`config.mk`:
```
export PLATFORM = sky130hd
export DESIGN_NAME = pid_valve_level_controller_flat
export DESIGN_NICKNAME = d
export VERILOG_FILES = /design/src/hw/rtl/pvlc_pkg.sv /design/src/hw/rtl/pvlc_in_if.sv /design/src/hw/rtl/pvlc_out_if.sv /design/src/hw/rtl/pid_valve_level_controller.sv /design/src/hw/rtl/pvlc_front.sv /design/src/hw/rtl/pvlc_update.sv /design/src/flat_wrapper.sv
export SDC_FILE = /design/constraint.sdc
export NUM_CORES = 2
export LEC_CHECK = 0
export ABC_AREA = 1
export BUFFER_PORTS_ARGS = -buffer_cell sky130_fd_sc_hd__buf_2
export CAP_MARGIN = 0
export CORE_UTILIZATION = 60
export DETAILED_ROUTE_END_ITERATION = 6
export PLACE_DENSITY = 0.78
export SLEW_MARGIN = 10
export SYNTH_ARGS = -nofsm -noshare
export SYNTH_HDL_FRONTEND = slang
export SYNTH_SLANG_ARGS = --single-unit
```
`constraint.sdc`:
```
create_clock -name clk -period 15.2 [get_ports clk]
set_input_delay 4.56 -clock clk [delete_from_list [all_inputs] [get_ports clk]]
set_output_delay 4.56 -clock clk [all_outputs]
set_load 0.02 [all_outputs]
```
`src/hw/rtl/pvlc_pkg.sv`:
```
// Package for the PID valve level controller: widths, reset values,
// register indexes and the structs passed between the pipeline modules.
// Depends on nothing; every other file of the block refers to it.
`default_nettype none

package pvlc_pkg;

  localparam int unsigned LEVEL_W  = 10;
  localparam int unsigned GAIN_W   = 16;
  localparam int unsigned ERR_W    = 11;
  localparam int unsigned DERR_W   = 12;
  localparam int unsigned PPROD_W  = GAIN_W + ERR_W;
  localparam int unsigned DPROD_W  = GAIN_W + DERR_W;
  localparam int unsigned INTEG_W  = 32;
  localparam int unsigned VALVE_W  = 23;
  localparam int unsigned CTRL_W   = 24;
  localparam int unsigned PLANT_W  = 7;
  localparam int unsigned CFG_IDX_W  = 2;
  localparam int unsigned CFG_DATA_W = 16;

  // 100.0 in Q16.16.
  localparam logic [VALVE_W-1:0] VALVE_FULL = 23'd6553600;

  localparam logic [INTEG_W-1:0] INTEG_MAX = 32'h7FFF_FFFF;
  localparam logic [INTEG_W-1:0] INTEG_MIN = 32'h8000_0000;

  localparam logic [LEVEL_W-1:0]       SETPOINT_RST = 10'd50;
  localparam logic signed [GAIN_W-1:0] GAIN_P_RST   = 16'sd128;
  localparam logic signed [GAIN_W-1:0] GAIN_I_RST   = 16'sd0;
  localparam logic signed [GAIN_W-1:0] GAIN_D_RST   = 16'sd1280;

  typedef enum logic [CFG_IDX_W-1:0] {
    CFG_SETPOINT       = 2'd0,
    CFG_GAIN_P         = 2'd1,
    CFG_GAIN_I_TS      = 2'd2,
    CFG_GAIN_D_OVER_TS = 2'd3
  } pvlc_cfg_idx_t;

  typedef struct packed {
    logic [LEVEL_W-1:0]       setpoint;
    logic signed [GAIN_W-1:0] gain_p;
    logic signed [GAIN_W-1:0] gain_i_ts;
    logic signed [GAIN_W-1:0] gain_d_over_ts;
  } pvlc_cfg_t;

  // Raw gain products in Q8.8 (before the shift up to Q16.16).
  typedef struct packed {
    logic signed [PPROD_W-1:0] p_prod;
    logic signed [PPROD_W-1:0] i_prod;
    logic signed [DPROD_W-1:0] d_prod;
  } pvlc_prod_t;

endpackage

`default_nettype wire

```
`src/hw/rtl/pvlc_in_if.sv`:
```
// Input channel of the PID valve level controller: valid, ready and the
// measured level. Depends on pvlc_pkg for the field width.
`default_nettype none

interface pvlc_in_if;
  logic                         valid;
  logic                         ready;
  logic [pvlc_pkg::LEVEL_W-1:0] measured_level;

  modport source (output valid, output measured_level, input ready);
  modport sink (input valid, input measured_level, output ready);
endinterface

`default_nettype wire

```
`src/hw/rtl/pvlc_out_if.sv`:
```
// Result channel of the PID valve level controller: valid, ready and the
// valve command fields. Depends on pvlc_pkg for the field widths.
`default_nettype none

interface pvlc_out_if;
  logic                                valid;
  logic                                ready;
  logic                                close_step;
  logic [pvlc_pkg::PLANT_W-1:0]        step_amount;
  logic [pvlc_pkg::VALVE_W-1:0]        valve_position;
  logic signed [pvlc_pkg::CTRL_W-1:0]  control_value;

  modport source (output valid, output close_step, output step_amount,
                  output valve_position, output control_value, input ready);
  modport sink (input valid, input close_step, input step_amount,
                input valve_position, input control_value, output ready);
endinterface

`default_nettype wire

```
`src/hw/rtl/pid_valve_level_controller.sv`:
```
// PID valve level controller with conditional-integration anti-windup.
//
// Usage:
//   in_if carries one measured tank level per transfer (valid/ready).
//   out_if gives exactly one result per input: the step direction and size
//   for the plant valve, the commanded valve position (Q7.16, 0 to 100) and
//   the applied control increment (signed Q8.16).
//   cfg_we/cfg_index/cfg_wdata write setpoint, gain_p, gain_i_ts and
//   gain_d_over_ts; write them only while no sample is in flight.
// Timing:
//   Three register stages (error, gain products, loop update); an input passes
//   through them in that order, and one sample is taken every cycle while
//   in_if.ready is high. The loop state (integral, valve position, plant
//   valve) closes inside the last stage, which sets the one-cycle rate.
// Reset:
//   Synchronous, active low. Config registers return to their defaults, the
//   integral and valves to zero, integration is enabled and no result is held.
// Back-pressure:
//   When out_if.ready is low the result holds; earlier stages keep filling,
//   and in_if.ready drops only when every stage is occupied.
`default_nettype none

module pid_valve_level_controller (
  input  wire logic                            clk,
  input  wire logic                            rst_n,
  pvlc_in_if.sink                              in_if,
  pvlc_out_if.source                           out_if,
  input  wire logic                            cfg_we,
  input  wire logic [pvlc_pkg::CFG_IDX_W-1:0]  cfg_index,
  input  wire logic [pvlc_pkg::CFG_DATA_W-1:0] cfg_wdata
);

  pvlc_pkg::pvlc_cfg_t   cfg_r;
  pvlc_pkg::pvlc_prod_t  prod;
  logic                  prod_valid;
  logic                  prod_ready;

  always_ff @(posedge clk) begin
    if (!rst_n) begin
      cfg_r.setpoint       <= pvlc_pkg::SETPOINT_RST;
      cfg_r.gain_p         <= pvlc_pkg::GAIN_P_RST;
      cfg_r.gain_i_ts      <= pvlc_pkg::GAIN_I_RST;
      cfg_r.gain_d_over_ts <= pvlc_pkg::GAIN_D_RST;
    end else if (cfg_we) begin
      unique case (pvlc_pkg::pvlc_cfg_idx_t'(cfg_index))
        pvlc_pkg::CFG_SETPOINT: begin
          cfg_r.setpoint <= cfg_wdata[pvlc_pkg::LEVEL_W-1:0];
        end
        pvlc_pkg::CFG_GAIN_P: begin
          cfg_r.gain_p <= $signed(cfg_wdata);
        end
        pvlc_pkg::CFG_GAIN_I_TS: begin
          cfg_r.gain_i_ts <= $signed(cfg_wdata);
        end
        pvlc_pkg::CFG_GAIN_D_OVER_TS: begin
          cfg_r.gain_d_over_ts <= $signed(cfg_wdata);
        end
        default: begin
          cfg_r <= cfg_r;
        end
      endcase
    end
  end

  pvlc_front u_front (
    .clk        (clk),
    .rst_n      (rst_n),
    .cfg        (cfg_r),
    .in_valid   (in_if.valid),
    .in_ready   (in_if.ready),
    .in_level   (in_if.measured_level),
    .prod_valid (prod_valid),
    .prod_ready (prod_ready),
    .prod       (prod)
  );

  pvlc_update u_update (
    .clk                (clk),
    .rst_n              (rst_n),
    .prod_valid         (prod_valid),
    .prod_ready         (prod_ready),
    .prod               (prod),
    .out_valid          (out_if.valid),
    .out_ready          (out_if.ready),
    .out_close_step     (out_if.close_step),
    .out_step_amount    (out_if.step_amount),
    .out_valve_position (out_if.valve_position),
    .out_control_value  (out_if.control_value)
  );

endmodule

`default_nettype wire

```
`src/hw/rtl/pvlc_front.sv`:
```
// Front end of the controller: error and error change stage, then the
// registered gain multiplications. Depends on pvlc_pkg.
`default_nettype none

module pvlc_front (
  input  wire logic                         clk,
  input  wire logic                         rst_n,
  input  wire pvlc_pkg::pvlc_cfg_t          cfg,
  input  wire logic                         in_valid,
  output logic                              in_ready,
  input  wire logic [pvlc_pkg::LEVEL_W-1:0] in_level,
  output logic                              prod_valid,
  input  wire logic                         prod_ready,
  output pvlc_pkg::pvlc_prod_t              prod
);

  logic                                  s1_valid_r;
  logic                                  s2_valid_r;
  logic                                  s1_ready;
  logic                                  s2_ready;
  logic                                  accept;
  logic signed [pvlc_pkg::ERR_W-1:0]     err_nxt;
  logic signed [pvlc_pkg::DERR_W-1:0]    err_ext;
  logic signed [pvlc_pkg::DERR_W-1:0]    derr_nxt;
  logic signed [pvlc_pkg::ERR_W-1:0]     err_r;
  logic signed [pvlc_pkg::DERR_W-1:0]    derr_r;
  logic signed [pvlc_pkg::DERR_W-1:0]    prev_err_r;
  logic signed [pvlc_pkg::PPROD_W-1:0]   p_prod_nxt;
  logic signed [pvlc_pkg::PPROD_W-1:0]   i_prod_nxt;
  logic signed [pvlc_pkg::DPROD_W-1:0]   d_prod_nxt;
  pvlc_pkg::pvlc_prod_t                  prod_r;

  assign s2_ready = !s2_valid_r || prod_ready;
  assign s1_ready = !s1_valid_r || s2_ready;
  assign in_ready = s1_ready;
  assign accept   = in_valid && s1_ready;

  // Both operands are below 2^10, so the 11-bit wrapped difference is exact.
  always_comb begin
    err_nxt  = $signed({1'b0, cfg.setpoint} - {1'b0, in_level});
    err_ext  = {err_nxt[pvlc_pkg::ERR_W-1], err_nxt};
    derr_nxt = err_ext - prev_err_r;
  end

  always_comb begin
    p_prod_nxt = cfg.gain_p * err_r;
    i_prod_nxt = cfg.gain_i_ts * err_r;
    d_prod_nxt = cfg.gain_d_over_ts * derr_r;
  end

  always_ff @(posedge clk) begin
    if (!rst_n) begin
      s1_valid_r <= 1'b0;
      s2_valid_r <= 1'b0;
      prev_err_r <= '0;
    end else begin
      if (s1_ready) begin
        s1_valid_r <= in_valid;
      end
      if (s2_ready) begin
        s2_valid_r <= s1_valid_r;
      end
      if (accept) begin
        prev_err_r <= err_ext;
      end
    end
  end

  always_ff @(posedge clk) begin
    if (accept) begin
      err_r  <= err_nxt;
      derr_r <= derr_nxt;
    end
    if (s2_ready && s1_valid_r) begin
      prod_r.p_prod <= p_prod_nxt;
      prod_r.i_prod <= i_prod_nxt;
      prod_r.d_prod <= d_prod_nxt;
    end
  end

  assign prod_valid = s2_valid_r;
  assign prod       = prod_r;

endmodule

`default_nettype wire

```
`src/hw/rtl/pvlc_update.sv`:
```
// Loop update of the controller: integral with saturation, control sum,
// valve clamping with anti-windup and plant valve tracking, into the
// result register. Depends on pvlc_pkg.
`default_nettype none

module pvlc_update (
  input  wire logic                           clk,
  input  wire logic                           rst_n,
  input  wire logic                           prod_valid,
  output logic                                prod_ready,
  input  wire pvlc_pkg::pvlc_prod_t           prod,
  output logic                                out_valid,
  input  wire logic                           out_ready,
  output logic                                out_close_step,
  output logic [pvlc_pkg::PLANT_W-1:0]        out_step_amount,
  output logic [pvlc_pkg::VALVE_W-1:0]        out_valve_position,
  output logic signed [pvlc_pkg::CTRL_W-1:0]  out_control_value
);

  localparam int unsigned ISUM_W = pvlc_pkg::PPROD_W + 9;
  localparam int unsigned SUM_W  = pvlc_pkg::DPROD_W + 11;
  localparam int unsigned CSUM_W = SUM_W - 1;

  logic                                  take;
  logic                                  out_valid_r;
  logic                                  close_r;
  logic [pvlc_pkg::PLANT_W-1:0]          amount_r;
  logic [pvlc_pkg::VALVE_W-1:0]          valve_r;
  logic [pvlc_pkg::CTRL_W-1:0]           ctrl_r;

  logic [pvlc_pkg::INTEG_W-1:0]          integ_r;
  logic                                  int_en_r;
  logic [pvlc_pkg::VALVE_W-1:0]          cmd_r;
  logic [pvlc_pkg::PLANT_W-1:0]          plant_r;

  logic [ISUM_W-1:0]                     integ_sum;
  logic [pvlc_pkg::INTEG_W-1:0]          integ_sat;
  logic [pvlc_pkg::INTEG_W-1:0]          integ_nxt;
  logic [CSUM_W-1:0]                     control;
  logic [SUM_W-1:0]                      pos_sum;
  logic                                  hit_top;
  logic                                  hit_bottom;
  logic                                  int_en_nxt;
  logic [pvlc_pkg::VALVE_W-1:0]          cmd_nxt;
  logic [pvlc_pkg::CTRL_W-1:0]           ctrl_app;
  logic [pvlc_pkg::CTRL_W-1:0]           diff;
  logic [pvlc_pkg::CTRL_W-1:0]           abs_diff;
  logic [pvlc_pkg::PLANT_W-1:0]          amount;
  logic                                  close_nxt;
  logic [pvlc_pkg::PLANT_W-1:0]          plant_nxt;

  assign prod_ready = !out_valid_r || out_ready;
  assign take       = prod_valid && prod_ready;

  always_comb begin
    // Products are Q8.8 times integers; the shift by eight gives Q16.16.
    integ_sum = {{(ISUM_W - pvlc_pkg::INTEG_W){integ_r[pvlc_pkg::INTEG_W-1]}}, integ_r}
              + {prod.i_prod[pvlc_pkg::PPROD_W-1], prod.i_prod, 8'd0};
    priority if (integ_sum[ISUM_W-1:pvlc_pkg::INTEG_W-1] == '0 ||
                 integ_sum[ISUM_W-1:pvlc_pkg::INTEG_W-1] == '1) begin
      integ_sat = integ_sum[pvlc_pkg::INTEG_W-1:0];
    end else if (integ_sum[ISUM_W-1]) begin
      integ_sat = pvlc_pkg::INTEG_MIN;
    end else begin
      integ_sat = pvlc_pkg::INTEG_MAX;
    end
    integ_nxt = int_en_r ? integ_sat : integ_r;

    control = {{(CSUM_W - pvlc_pkg::PPROD_W - 8){prod.p_prod[pvlc_pkg::PPROD_W-1]}},
               prod.p_prod, 8'd0}
            + {{(CSUM_W - pvlc_pkg::INTEG_W){integ_nxt[pvlc_pkg::INTEG_W-1]}}, integ_nxt}
            + {{(CSUM_W - pvlc_pkg::DPROD_W - 8){prod.d_prod[pvlc_pkg::DPROD_W-1]}},
               prod.d_prod, 8'd0};
    pos_sum = {control[CSUM_W-1], control}
            + {{(SUM_W - pvlc_pkg::VALVE_W){1'b0}}, cmd_r};

    hit_top    = !pos_sum[SUM_W-1] &&
                 (pos_sum[CSUM_W-1:0] >= CSUM_W'(pvlc_pkg::VALVE_FULL));
    hit_bottom = pos_sum[SUM_W-1] || (pos_sum == '0);
    int_en_nxt = !(hit_top || hit_bottom);

    priority if (hit_top) begin
      cmd_nxt = pvlc_pkg::VALVE_FULL;
    end else if (hit_bottom) begin
      cmd_nxt = '0;
    end else begin
      cmd_nxt = pos_sum[pvlc_pkg::VALVE_W-1:0];
    end

    // The applied control is simply the change of the commanded position.
    ctrl_app = {1'b0, cmd_nxt} - {1'b0, cmd_r};

    // The plant valve in Q16.16 stays below 2^23, so 24 bits hold the difference.
    diff     = {1'b0, cmd_nxt} - {1'b0, plant_r, 16'd0};
    abs_diff = diff[pvlc_pkg::CTRL_W-1] ? (~diff + 1'b1) : diff;
    amount   = abs_diff[pvlc_pkg::VALVE_W-1:16];

    // The step direction follows the applied control, not the difference.
    close_nxt = (amount == '0) || ctrl_app[pvlc_pkg::CTRL_W-1];
    if (amount == '0) begin
      plant_nxt = plant_r;
    end else if (ctrl_app[pvlc_pkg::CTRL_W-1]) begin
      plant_nxt = plant_r - amount;
    end else begin
      plant_nxt = plant_r + amount;
    end
  end

  always_ff @(posedge clk) begin
    if (!rst_n) begin
      out_valid_r <= 1'b0;
      integ_r     <= '0;
      int_en_r    <= 1'b1;
      cmd_r       <= '0;
      plant_r     <= '0;
    end else begin
      if (prod_ready) begin
        out_valid_r <= prod_valid;
      end
      if (take) begin
        integ_r  <= integ_nxt;
        int_en_r <= int_en_nxt;
        cmd_r    <= cmd_nxt;
        plant_r  <= plant_nxt;
      end
    end
  end

  always_ff @(posedge clk) begin
    if (take) begin
      close_r  <= close_nxt;
      amount_r <= amount;
      valve_r  <= cmd_nxt;
      ctrl_r   <= ctrl_app;
    end
  end

  assign out_valid          = out_valid_r;
  assign out_close_step     = close_r;
  assign out_step_amount    = amount_r;
  assign out_valve_position = valve_r;
  assign out_control_value  = $signed(ctrl_r);

endmodule

`default_nettype wire

```
`src/flat_wrapper.sv`:
```
// flat-port wrapper written by rule: the top's interface ports become plain ports
module pid_valve_level_controller_flat 
  (clk, rst_n, cfg_we, cfg_index, cfg_wdata, in_if_valid, in_if_measured_level, in_if_ready, out_if_valid, out_if_close_step, out_if_step_amount, out_if_valve_position, out_if_control_value, out_if_ready);
  pvlc_in_if in_if_i ();
  pvlc_out_if out_if_i ();
  input  wire logic clk;
  input  wire logic rst_n;
  input  wire logic cfg_we;
  input  wire logic [pvlc_pkg::CFG_IDX_W-1:0] cfg_index;
  input  wire logic [pvlc_pkg::CFG_DATA_W-1:0] cfg_wdata;
  input wire logic [$bits(in_if_i.valid)-1:0] in_if_valid;
  input wire logic [$bits(in_if_i.measured_level)-1:0] in_if_measured_level;
  output wire logic [$bits(in_if_i.ready)-1:0] in_if_ready;
  output wire logic [$bits(out_if_i.valid)-1:0] out_if_valid;
  output wire logic [$bits(out_if_i.close_step)-1:0] out_if_close_step;
  output wire logic [$bits(out_if_i.step_amount)-1:0] out_if_step_amount;
  output wire logic [$bits(out_if_i.valve_position)-1:0] out_if_valve_position;
  output wire logic [$bits(out_if_i.control_value)-1:0] out_if_control_value;
  input wire logic [$bits(out_if_i.ready)-1:0] out_if_ready;
  assign in_if_i.valid = in_if_valid;
  assign in_if_i.measured_level = in_if_measured_level;
  assign in_if_ready = in_if_i.ready;
  assign out_if_valid = out_if_i.valid;
  assign out_if_close_step = out_if_i.close_step;
  assign out_if_step_amount = out_if_i.step_amount;
  assign out_if_valve_position = out_if_i.valve_position;
  assign out_if_control_value = out_if_i.control_value;
  assign out_if_i.ready = out_if_ready;
  pid_valve_level_controller u_core (.clk(clk), .rst_n(rst_n), .in_if(in_if_i), .out_if(out_if_i), .cfg_we(cfg_we), .cfg_index(cfg_index), .cfg_wdata(cfg_wdata));
endmodule
```
==> metrics.txt <==
CTS tree=built; WL final=around 95 mm; R2R Path Start=u_core.u_front.prod[28]; commonest non-fill, non-tap cell in the layout=inv_1; Worst Clk Skew=0.0288 ns; EDFF count, synth=160; Max-slew headroom=21.0%; Hold EP=u_core.cfg_r[48]; CP max-delay cell=nand2_1; reg2reg setup slack=2.41 ns; unrepaired setup endpoints after global routing=false; CTS sink count=a little under 300; buffers added on ports=a little under 90; fraction of registers with async set/reset=0%; synth-to-layout area growth=5.88%; ratio of cells with drive above 1 in the final layout=4.75%; fillers=between 5000 and 6000; Initial Util=61.2%; FP Rows=91; CP bufs+invs=7; max cap viols=0; post-synth top area share=29.1%; CP Class=flop to flop; DR iter-0 viols=2204; via count=about 30000; CP delay by family, top=simple AND/OR/NAND/NOR gates; largest net degree at the start of global routing=83; Crit path largest cell delay=0.76 ns; hold path start=u_core.cfg_r[48]; Clock Path Buffers=3; remaining antenna violation count=0; Final Hold Violating Endpoints=0; num ports=90; Hold Buf Count CTS=0; Die Wd=254 µm; Detailed Place HPWL=75.4 mm; CP arrival=13.25 ns; Period Utilization, post-route=84.1%; Hold WC Path Type=flop to flop; initial antenna violation count=1; dpl ws=2.57 ns; root buffer cell=clkbuf_16; total die area=64400 µm²; total negative slack=0 ns; worst-margin pin slew=1.18 ns; Top FF cell, synth=edfxtp_1; htree depth=2; final setup fails=0; number of global-route vias before repair=30000; CP Max Fanout=23; worst r2r path cells=78; leading cell types in the layout, fill and taps excluded=1215 x inv_1, 1033 x nand2_1, 552 x fa_1, 322 x ha_1, 247 x a21oi_1; core area=~62000 µm²; YS warnings=0; post-CTS setup buffers=0; GRT Total Usage=a little under a third; WHS Path Cells=2; Slew Viols, Final=0; Synth area leader=fa_1; DRC Markers=0; CTS Buf Count=35; CP Data Required Time=15.66 ns; Syn Area/Cell=8.07 µm²; CP dominant cell by count=nand2_1; reg2reg end=u_core.u_update.plant_r[6]; DR WL/cell=17.0 µm; number of synthesized register bits=295; Post-Syn Area=around 38000 µm²; Max Clock Freq=0.0782 GHz; Nets=approximately 5600; clk_lat worst skew=0.56 ns; gr ovfl total=0; post-CTS sizing=0; status=finished, final reports clean; synth top area cells=fa_1 29%, edfxtp_1 13%, inv_1 12%, ha_1 11%, nand2_1 10%; post-synthesis sequential area ratio=between 10% and 20%; CP Capture Type=flop; min Tclk post-route=12.79 ns; first-pass GRT wire length=154 mm; clk slew on worst S/H paths=~0.07 ns; routability-driven placement congestion ratio=~0.93; Mapped Cells=4716; PnR worst setup slack=2.41 ns; drt first pass iters=6; drt via density=between 5 and 6; Netlist cell types=51; Chip Height=254 µm; Synth Net Count=5623; CP Launch Type=flop
## per-layer routing
layer,part of all wire [%],track usage [%],vias to the layer above,wire length [µm]
li1,-,-,14100,-
met1,41,39.7,14400,38500
met2,48,51.9,1033,45700
met3,6.7,3.85,225,6310
met4,4.3,12.6,0,4100
met5,0,0,-,0
## cell families (layout without fill, tap and decap cells)
family,count (synthesis),after routing,synth area share (%)
AND/OR/NAND/NOR,1508,1508,16.2
buffers and inverters,1377,1396,13.7
adder cells (fa/ha/maj),874,874,39.6
AO/OA/AOI/OAI,496,496,6.97
flip-flops,295,295,19.7
XOR/XNOR,166,166,3.82
other,0,1,0
## metrics by stage
| stage | instances | instance area [µm²] | hold slack [ns] | utilization (%) |
|---|---|---|---|---|
| floorplan | 4716 | 38000 | 0.433 | - |
| global placement | 5510 | 39100 | 0.450 | 62.9 |
| detailed placement | 5510 | 39100 | 0.454 | 62.9 |
| CTS | 5572 | 40300 | 0.464 | 64.8 |
| global route | 5572 | 40300 | 0.499 | 64.8 |
| finish | 5573 | 40300 | 0.459 | 64.8 |
## cells in the mapped netlist (13+ instances only)
| master | n |
|---|---|
| xnor2_1 | 54 |
| nand3_1 | 141 |
| dfxtp_1 | 135 |
| clkbuf_1 | 143 |
| or2_2 | 26 |
| nand2_1 | 1033 |
| edfxtp_1 | 160 |
| nor2_1 | 228 |
| fa_1 | 552 |
| o21ai_1 | 14 |
| a21oi_1 | 247 |
| nand3b_1 | 13 |
| xor2_1 | 112 |
| o21ai_0 | 174 |
| a211oi_1 | 15 |
| ha_1 | 322 |
| inv_1 | 1217 |
| nand4_1 | 22 |
## sequential cells by signal (all words and copies together) (netlist names)
| name | flops |
|---|---|
| u_core.u_update.int_en_r | 1 |
| u_core.u_update.plant_r | 7 |
| u_core.u_front.s1_valid_r | 1 |
| u_core.u_front.prod | 82 |
| u_core.u_update.integ_r | 32 |
| u_core.cfg_r | 58 |
| u_core.u_update.cmd_r | 23 |
| u_core.u_update.out_step_amount | 7 |
| u_core.u_update.out_valid | 1 |
| u_core.u_update.out_control_value | 24 |
| u_core.u_update.out_valve_position | 23 |
| u_core.u_front.prod_valid | 1 |
| u_core.u_front.prev_err_r | 11 |
| u_core.u_front.derr_r | 12 |
| u_core.u_front.err_r | 11 |
| u_core.u_update.out_close_step | 1 |
## layout make-up
type | instances | area [µm²] | share of cell area, %
Sequential cell | 295 | 7510 | 18.6
Clock buffer | 41 | 898 | 2.23
Multi-Input combinational cell | 3044 | 25300 | 62.9
Inverter | 1224 | 4600 | 11.4
Tap cell | 837 | 1050 | 2.60
Clock inverter | 21 | 287 | 0.711
Timing Repair Buffer | 110 | 603 | 1.50
Antenna cell | 1 | 2.50 | 0.00621
## tightest hold or removal path, cell delays in order, from the launching register on
cell and delay, ns:
dfxtp_1 0.29, inv_1 0.06, a21oi_1 0.06
## worst max-delay path by stage
stage	start	end	slack, ns	cells past startpoint
floorplan	u_core.u_front.prod[28]	u_core.u_update.plant_r[6]	5.07	77
global placement	u_core.u_front.prod[28]	u_core.u_update.plant_r[6]	2.98	78
detailed placement	u_core.u_front.prod[28]	u_core.u_update.plant_r[6]	2.57	78
CTS	u_core.u_front.prod[28]	u_core.u_update.plant_r[6]	2.48	78
global route	u_core.u_front.prod[28]	u_core.u_update.plant_r[6]	0.98	81
finish	u_core.u_front.prod[28]	u_core.u_update.plant_r[6]	2.41	78
Power is not shown: default switching activity piles up to over one toggle a cycle in this logic, so the estimate is an artifact.
